[config.mk]
export PLATFORM = sky130hd
export DESIGN_NAME = imu_packet_framer_top
export DESIGN_NICKNAME = d
export VERILOG_FILES = /design/src/sv/imu_pf_pkg.sv /design/src/sv/imu_packet_framer_top.sv /design/src/sv/imu_pf_cell.sv /design/src/sv/imu_pf_window.sv
export SDC_FILE = /design/constraint.sdc
export NUM_CORES = 1
export LEC_CHECK = 0
export ABC_AREA = 1
export BUFFER_PORTS_ARGS = -buffer_cell sky130_fd_sc_hd__buf_4
export CORE_MARGIN = 5
export CORE_UTILIZATION = 52
export DETAILED_ROUTE_END_ITERATION = 16
export GPL_TIMING_DRIVEN = 0
export HOLD_SLACK_MARGIN = 0.15
export MAX_ROUTING_LAYER = met4
export PLACE_DENSITY_LB_ADDON = 0.12
export SKIP_LAST_GASP = 1
export SYNTH_ARGS = -nofsm -noshare
export SYNTH_HDL_FRONTEND = slang
export SYNTH_HIERARCHICAL = 1
export SYNTH_SLANG_ARGS = --single-unit
[constraint.sdc]
create_clock -name i_clk -period 4.2 [get_ports i_clk]
set_clock_uncertainty 0.1 [all_clocks]
set_input_delay 0.42 -clock i_clk [delete_from_list [all_inputs] [get_ports i_clk]]
set_output_delay 0.42 -clock i_clk [all_outputs]
set_load 0.05 [all_outputs]
[src/sv/imu_pf_pkg.sv]
package imu_pf_pkg;

    localparam logic [7:0] SYNC_BYTE  = 8'h55;
    localparam logic [7:0] TYPE_FIRST = 8'h51;
    localparam logic [7:0] TYPE_LAST  = 8'h54;
    localparam int         PKT_LEN    = 11;
    localparam int         HIST_LEN   = PKT_LEN - 1;
    localparam int         PAY_LEN    = 8;

    typedef logic [7:0] t_byte;
    typedef logic [PAY_LEN-1:0][7:0] t_payload;

    typedef struct packed {
        logic       hit;
        logic [1:0] kind;
    } t_det;

endpackage

[src/sv/imu_packet_framer_top.sv]
// Packet framer for an 11-byte sensor stream.
// Input channel (s_axis): one received serial byte per item in tdata[7:0].
// Output channel (m_axis): one item per accepted packet; tuser carries the
// packet kind (0 accel, 1 gyro, 2 angle, 3 magnetometer), tdata the eight
// payload bytes, payload byte 0 in the lowest byte.
// A packet is sync 0x55, a type 0x51..0x54, eight payload bytes and an
// 8-bit additive checksum over the first ten bytes. Failed windows slide
// forward one byte; a packet that overlaps the previous accepted packet is
// skipped.
// Throughput: one byte per cycle unless stalled. A ten-cell shift chain
// holds the window; a running sum makes each checksum test a single compare.
// Latency: the result appears in the cycle after the checksum byte is
// taken, held in one output register.
// Reset: window, sum and freshness marks clear; no packet can be reported
// until eleven new bytes have followed reset.
// Stall: while the output register holds an item that is not taken, input
// is refused; when the item is taken the next byte is accepted in the
// same cycle.
module imu_packet_framer_top (
    input  logic        i_clk,
    input  logic        i_rst_n,
    input  logic        i_s_axis_tvalid,
    output logic        o_s_axis_tready,
    input  logic [7:0]  i_s_axis_tdata,   // [7:0] rx_byte
    output logic        o_m_axis_tvalid,
    input  logic        i_m_axis_tready,
    output logic [63:0] o_m_axis_tdata,   // payload_0 [7:0] .. payload_7 [63:56]
    output logic [1:0]  o_m_axis_tuser    // [1:0] packet_kind
);

    imu_pf_pkg::t_det     w_det;
    imu_pf_pkg::t_payload w_payload;
    logic                 w_s_acc;
    logic                 w_load;
    logic                 r_valid;
    logic                 n_valid;
    imu_pf_pkg::t_payload r_payload;
    logic [1:0]           r_kind;

    assign o_s_axis_tready = !r_valid || i_m_axis_tready;
    assign w_s_acc         = i_s_axis_tvalid && o_s_axis_tready;
    assign w_load          = w_s_acc && w_det.hit;

    imu_pf_window u_window (
        .i_clk     (i_clk),
        .i_rst_n   (i_rst_n),
        .i_shift   (w_s_acc),
        .i_byte    (i_s_axis_tdata),
        .o_det     (w_det),
        .o_payload (w_payload)
    );

    always_comb begin
        n_valid = r_valid;
        priority if (w_load) begin
            n_valid = 1'b1;
        end else if (i_m_axis_tready) begin
            n_valid = 1'b0;
        end
    end

    always_ff @(posedge i_clk) begin
        if (!i_rst_n) begin
            r_valid <= 1'b0;
        end else begin
            r_valid <= n_valid;
        end
    end

    always_ff @(posedge i_clk) begin
        if (w_load) begin
            r_payload <= w_payload;
            r_kind    <= w_det.kind;
        end
    end

    assign o_m_axis_tvalid = r_valid;
    assign o_m_axis_tdata  = r_payload;
    assign o_m_axis_tuser  = r_kind;

`ifndef SYNTH
    a_reset_quiet: assert property (@(posedge i_clk)
        !i_rst_n |=> !o_m_axis_tvalid)
        else $error("output valid right after reset");

    a_hit_reported: assert property (@(posedge i_clk) disable iff (!i_rst_n)
        w_load |=> o_m_axis_tvalid && o_m_axis_tuser == $past(w_det.kind))
        else $error("accepted packet not presented");

    a_refuse_only_when_full: assert property (@(posedge i_clk) disable iff (!i_rst_n)
        !o_s_axis_tready |-> r_valid && !i_m_axis_tready)
        else $error("input refused without a stalled result");
`endif

endmodule

[src/sv/imu_pf_cell.sv]
module imu_pf_cell (
    input  logic              i_clk,
    input  logic              i_rst_n,
    input  logic              i_shift,
    input  logic              i_clear,
    input  imu_pf_pkg::t_byte i_byte,
    input  logic              i_fresh,
    output imu_pf_pkg::t_byte o_byte,
    output logic              o_fresh
);

    imu_pf_pkg::t_byte r_byte;
    logic              r_fresh;
    logic              n_fresh;

    // a byte that lands on an accepted packet no longer counts as fresh
    assign n_fresh = i_fresh & ~i_clear;

    always_ff @(posedge i_clk) begin
        if (!i_rst_n) begin
            r_byte  <= '0;
            r_fresh <= 1'b0;
        end else if (i_shift) begin
            r_byte  <= i_byte;
            r_fresh <= n_fresh;
        end
    end

    assign o_byte  = r_byte;
    assign o_fresh = r_fresh;

endmodule

[src/sv/imu_pf_window.sv]
module imu_pf_window (
    input  logic                 i_clk,
    input  logic                 i_rst_n,
    input  logic                 i_shift,
    input  imu_pf_pkg::t_byte    i_byte,
    output imu_pf_pkg::t_det     o_det,
    output imu_pf_pkg::t_payload o_payload
);

    localparam int N = imu_pf_pkg::HIST_LEN;

    imu_pf_pkg::t_byte w_byte  [N];
    logic [N-1:0]      w_fresh;
    imu_pf_pkg::t_byte r_sum;
    imu_pf_pkg::t_byte n_sum;
    imu_pf_pkg::t_byte w_kind_full;
    logic              w_hit;

    // cell 0 holds the oldest byte; new bytes enter at the top cell
    for (genvar g = 0; g < N; g++) begin : g_cell
        imu_pf_pkg::t_byte w_in;
        logic              w_fin;
        if (g == N - 1) begin : g_top
            assign w_in  = i_byte;
            assign w_fin = 1'b1;
        end else begin : g_mid
            assign w_in  = w_byte[g+1];
            assign w_fin = w_fresh[g+1];
        end
        imu_pf_cell u_cell (
            .i_clk   (i_clk),
            .i_rst_n (i_rst_n),
            .i_shift (i_shift),
            .i_clear (w_hit),
            .i_byte  (w_in),
            .i_fresh (w_fin),
            .o_byte  (w_byte[g]),
            .o_fresh (w_fresh[g])
        );
    end

    // running mod-256 sum of the window: add the new byte, drop the oldest
    assign n_sum = r_sum - w_byte[0] + i_byte;

    always_ff @(posedge i_clk) begin
        if (!i_rst_n) begin
            r_sum <= '0;
        end else if (i_shift) begin
            r_sum <= n_sum;
        end
    end

    assign w_hit = (&w_fresh)
                && (w_byte[0] == imu_pf_pkg::SYNC_BYTE)
                && (w_byte[1] >= imu_pf_pkg::TYPE_FIRST)
                && (w_byte[1] <= imu_pf_pkg::TYPE_LAST)
                && (r_sum == i_byte);

    assign w_kind_full = w_byte[1] - imu_pf_pkg::TYPE_FIRST;

    assign o_det.hit  = w_hit;
    assign o_det.kind = w_kind_full[1:0];

    for (genvar p = 0; p < imu_pf_pkg::PAY_LEN; p++) begin : g_pay
        assign o_payload[p] = w_byte[p+2];
    end

`ifndef SYNTH
    a_clear_on_hit: assert property (@(posedge i_clk) disable iff (!i_rst_n)
        i_shift && w_hit |=> w_fresh == '0)
        else $error("fresh marks not cleared after accepted packet");

    a_hit_needs_full: assert property (@(posedge i_clk) disable iff (!i_rst_n)
        w_hit |-> w_fresh[0] && w_fresh[N-1])
        else $error("packet found in window with stale bytes");

    a_fill_order: assert property (@(posedge i_clk) disable iff (!i_rst_n)
        w_fresh[0] |-> w_fresh[N-1])
        else $error("fresh marks out of order");
`endif

endmodule
## Word-level counts from Yosys, hierarchy flattened

Cells that the tools add are included.

- Add/sub/neg operators: 3
- Multiply operators: 0
- Div/mod/pow operators: 0
- $lt $le $gt $ge: 2
- Equal/unequal tests: 2
- Shift-type cells: 0
- Muxes and demuxes: 2
- Bitwise operators: 10
- Reduce and logical (&&, ||, !) cells: 10

Operator list:

| kind | number |
|---|---|
| $reduce_and 10->1 | 1 |
| $and 1x1->1 | 9 |
| $add 8x8->8 | 1 |
| $eq 8x7->1 const B | 1 |
| $eq 8x8->1 | 1 |
| $ge 8x7->1 const B | 1 |
| $le 8x7->1 const B | 1 |
| $sub 8x8->8 | 1 |
| $logic_and 1x1->1 | 6 |
| $mux 1 | 2 |
| $reduce_bool 2->1 | 1 |
| $sub 2x1->2 const B | 1 |
| $logic_not 1->1 | 1 |
| $logic_or 1x1->1 | 1 |
| $not 1->1 | 1 |

- Register bits: 165
- Latch bits: 0
- Bits in writable memories: 0
- ROM bits: 0
- Output and inout bits: 68
- Word-level logic and storage cells: 60
- Memories kept: 0

## Depth between registers and ports, before layout

- Word-level depth: 7
- Gate-level depth with buffers: 13
- Depth with buffers taken out: 13

## Modules after synthesis

The synthesis kept the hierarchy.

By module, submodules not included:

| module | times used | cells each | area each (µm²) |
|---|---|---|---|
| imu_pf_cell | 10 | 39 | 344.1 |
| imu_packet_framer_top | 1 | 77 | 2053.2 |
| imu_pf_window | 1 | 188 | 1151.1 |

## Worst setup path after synthesis

No wires, ideal clock.

- Path type: flip-flop to flip-flop
- From: register u_window.g_cell[1].u_cell.r_byte[0]
- To: register r_payload, in the netlist o_m_axis_tdata[0], enable pin
- Arrival time: 4.053 ns
- Data required time: 3.622 ns
- Path slack: -0.430 ns
- Cell stages (with the launch flop): 11
- Clock period less this slack: 4.630 ns
- Path through: dfxtp_1 > inv_1 > ha_1 > inv_1 > o21ai_0 > nand2_1 > nand3_1 > nor2_1 > buf_4 > inv_1 > nor3_2

- Word-level cells in the longest chain between the ends: 5

RTL lines:

| item | RTL line | RTL |
|---|---|---|
| from (decl) | imu_pf_cell.sv:12 | `imu_pf_pkg::t_byte r_byte;` |
| from (signal assigned) | imu_pf_cell.sv:24 | `r_byte <= i_byte;` |
| $ge 8x7->1 | imu_pf_window.sv:55 | `&& (w_byte[1] >= imu_pf_pkg::TYPE_FIRST)` |
| $logic_and 1x1->1 | imu_pf_window.sv:55 |  |
| $logic_and 1x1->1 * | imu_pf_window.sv:56 | `&& (w_byte[1] <= imu_pf_pkg::TYPE_LAST)` |
| $logic_and 1x1->1 * | imu_pf_window.sv:57 | `&& (r_sum == i_byte);` |
| named net u_window.w_hit | imu_pf_window.sv:17 | `logic w_hit;` |
| $logic_and 1x1->1 * | imu_packet_framer_top.sv:42 | `assign w_load = w_s_acc && w_det.hit;` |
| to (signal assigned) | imu_packet_framer_top.sv:72 | `r_payload <= w_payload;` |
| to (decl) | imu_packet_framer_top.sv:37 | `imu_pf_pkg::t_payload r_payload;` |

The timed path passes the listed nets; every way through them passes the cells marked *.
A chain may end at the register's enable or synchronous reset.

## Worst setup path after layout

- From: input port i_s_axis_tdata[4]
- To: register r_payload, in the netlist o_m_axis_tdata[27], enable pin

- Word-level cells in the longest chain between the ends: 3

RTL lines:

| item | RTL line | RTL |
|---|---|---|
| from (decl) | imu_packet_framer_top.sv:24 | `input logic [7:0] i_s_axis_tdata,` |
| $eq 8x8->1 | imu_pf_window.sv:57 |  |
| $logic_and 1x1->1 | imu_pf_window.sv:57 |  |
| named net u_window.w_hit | imu_pf_window.sv:17 |  |
| $logic_and 1x1->1 | imu_packet_framer_top.sv:42 |  |

The timed path passes the listed nets, and every way through them passes these cells.

==> metrics.md <==
| Metric | Value |
|---|---|
| Clk sink count | `165` |
| Total die area | `15,100 sq um` |
| Post-route DRC | `0` |
| Synth Register Bits | `165` |
| Status | `finished clean` |
| CP cell instances | `dlygate4sd3_1 -> buf_4 -> nand2_1 -> o21ai_0 -> a21oi_1 -> nand4_1 -> nor2_1 -> buf_4 -> inv_1 -> nor3_4 -> buf_16 -> buf_16` |
| P_sw | `0.000984 W` |
| Antenna Nets Post-Route | `0` |
| Syn Nets | `685` |
| Worst r2r src | `u_window/g_cell[1].u_cell/o_byte[0]` |
| Min Tclk post-route | `3.44 ns` |
| Setup TNS after final layout | `0 ns` |
| Hold Slack | `0.163 ns` |
| Maximum buffer depth of the clock tree | `2` |
| Highest-delay cell along the critical path | `nor2_1` |
| Slew Viols, Final | `0` |
| DR WL/cell | `13.9 um` |
| Crit end category | `flip-flop` |
| VDD IR-drop max | `0.244 mV` |
| Critical Setup Path Class | `input pin to flip-flop` |
| Power, Total | `0.00392 W` |
| Post-synthesis cell count | `655` |
| Number of setup violations in the final report | `0` |
| Pin count of the biggest net entering global routing | `96` |
| Most common cell after layout, fill and taps aside | `nor2_1` |
| Total detailed-routing wirelength | `13,100 um` |
| Clock share of power | `41.5%` |
| Vias in the first global route | `4,444` |
| Layout cells sized above 1 | `29.8%` |
| Die Ht | `123 um` |
| RSZ-0062 raised after global routing | `false` |
| CP Launch Point | `i_s_axis_tdata[4]` |
| GRT Resource Usage Total | `19.2%` |
| Crit share post-route | `82.0%` |
| TritonRoute pass-1 iters | `4` |
| I/O Buffers | `79` |
| # resized after CTS | `0` |
| Nets | `789` |
| CP max stage delay | `0.60 ns` |
| Initial antenna violation count | `0` |
| Internal | `0.00293 W` |
| Most frequent cells in the layout | `nor2_1 (101), dfxtp_1 (99), o21ai_1 (91)` |
| Cts bufs inserted | `17` |
| Root buf cell | `clkbuf_16` |
| Area contributors post-synth | `dfxtp_1 (30%), edfxtp_1 (30%), nor2_2 (7.5%)` |
| Yosys Warn Count | `6` |
| Die width | `123 um` |
| Hold WC Path Type | `input pin to flip-flop` |
| Crit path max fanout | `23` |
| I/O pins | `80` |
| LEAKAGE | `3.38 nW` |
| Max_slew headroom | `18.5%` |
| DP HPWL | `9190 um` |
| Least-Margin Pin Slew | `1.22 ns` |
| Clk_lat worst skew | `0.43 ns` |
| Area leader, netlist | `dfxtp_1` |
| Final RePlAce weighted congestion | `0.982` |
| CORE AREA | `12,600 sq um` |
| ANT cells | `0` |
| Worst setup SP type | `input pin` |
| DR vias | `4,603` |
| Cell variety after synth | `29` |
| First-pass GRT wire length | `21,900 um` |
| Sequential share of power | `46.1%` |
| CTS H-tree depth | `4` |
| Mapped cell area | `6650 sq um` |
| Max Cap Violations | `0` |
| Area delta synth->final | `23.4%` |
| Syn avg cell area | `10.1 sq um` |
| Sw Ratio | `25.1%` |
| Total congestion overflow | `0` |
| FMAX | `290 MHz` |
| Vias per std cell | `4.88` |
| Final hold violations | `0` |
| Hold path startpoint | `i_s_axis_tdata[2]` |
| Sequential share of the synthesized area | `59.6%` |
| Comb power frac | `12.4%` |
| Starting density of the core | `52.9%` |
| Pwr dens | `478 nW/um^2` |
| FP Rows | `41` |
| CTS clock-pin slew for the worst setup and hold paths | `0.06 ns` |
| DR iter-0 viols | `274` |
| CP arrival | `3.47 ns` |
| Required @ worst endpoint | `4.23 ns` |
| CTS tree | `built` |
| Post-synth top area share | `29.8%` |
-- final timing paths --
check                                        endpoint  slack [ns]  cells past startpoint
setup / recovery                   o_m_axis_tdata[27]        0.76                     12
setup reg to reg                   o_m_axis_tdata[27]        0.93                     12
hold / removal    u_window/g_cell[9].u_cell/o_byte[2]        0.16                      3
hold reg to reg                    o_m_axis_tdata[54]        0.38                      0
-- final cells by class --
class,count,area (sq um)
clock inverters,15,203
inverters,84,390
clock buffers,17,425
flip-flops and latches,165,3960
well taps,172,215
repair buffers,85,706
fillers,1037,4370
multi-input cells,394,2170
plain buffers,12,125
-- cell families (layout without fill, tap and decap cells) --
logic type | Yosys count | after routing | share of synthesized area [%]
AO/OA/AOI/OAI | 122 | 122 | 9.83
XOR/XNOR | 7 | 7 | 0.923
adder cells (fa/ha/maj) | 18 | 18 | 4.18
buffers and inverters | 96 | 213 | 7.76
flip-flops | 165 | 165 | 59.6
other | 1 | 1 | 0.0564
AND/OR/NAND/NOR | 246 | 246 | 17.6
-- synth_stat cells (all sizes together) --
library cell	number
nor3	5
nand4	4
fa	7
nor2	181
a21oi	22
clkbuf	1
edfxtp	66
dfxtp	99
nand3	9
or2	1
conb	1
nand2	45
ha	11
o21ai	99
inv	84
xnor2	2
nand3b	1
xor2	5
o22ai	1
buf	11
-- through the flow --
| step | setup slack [ns] | cells | utilization, % | cell area (sq um) |
|---|---|---|---|---|
| final | 0.755 | 944 | 65.2 | 8200 |
| after global routing | 0.506 | 944 | 65.2 | 8200 |
| after CTS | 0.700 | 944 | 65.2 | 8200 |
| after detailed placement | 0.785 | 909 | 60.0 | 7540 |
| after global placement | -0.426 | 906 | 59.4 | 7460 |
| after floorplan | 0.570 | 655 | - | 6650 |
-- power groups by stage --
| stage | sequential (W) | clock [W] | combinational (W) |
|---|---|---|---|
| finish | 0.00181 | 0.00163 | 0.000485 |
| global route | 0.00182 | 0.00173 | 0.000555 |
| CTS | 0.00181 | 0.00165 | 0.000486 |
| detailed placement | 0.00184 | 0 | 0.000478 |
| global placement | 0.00184 | 0 | 0.000465 |
| floorplan | 0.00182 | 0 | 0.000379 |
-- what timing repair did --
| item | in CTS | in global routing |
|---|---|---|
| hold buffers | 3 | 0 |
| setup buffers | 0 | 0 |
| hold endpoints to repair | 3 | 0 |
-- flip-flops by register name (all words and copies together) (netlist names) --
name                            count
o_m_axis_tdata                     64
u_window/g_cell.u_cell/o_byte      80
o_m_axis_tvalid                     1
u_window/r_sum                      8
o_m_axis_tuser                      2
u_window/g_cell.u_cell/o_fresh     10
-- routing by layer --
metal  wire [um]  vias to the layer above  GRT usage, %  share of wire [%]
li1            -                     2343             -                  -
met1        5990                     2153          24.5                 46
met2        6350                       93          29.8                 49
met3         565                       14          4.62                4.3
met4         181                        0          7.75                1.4
met5           0                        -             -                  0
-- critical path: cells and delay by family --
kind            cells  cell delay (ns)
buf+inv             6             1.40
simple gates        4             1.35
compound gates      2             0.28
No activity file was read; power rests on OpenSTA's default activity.
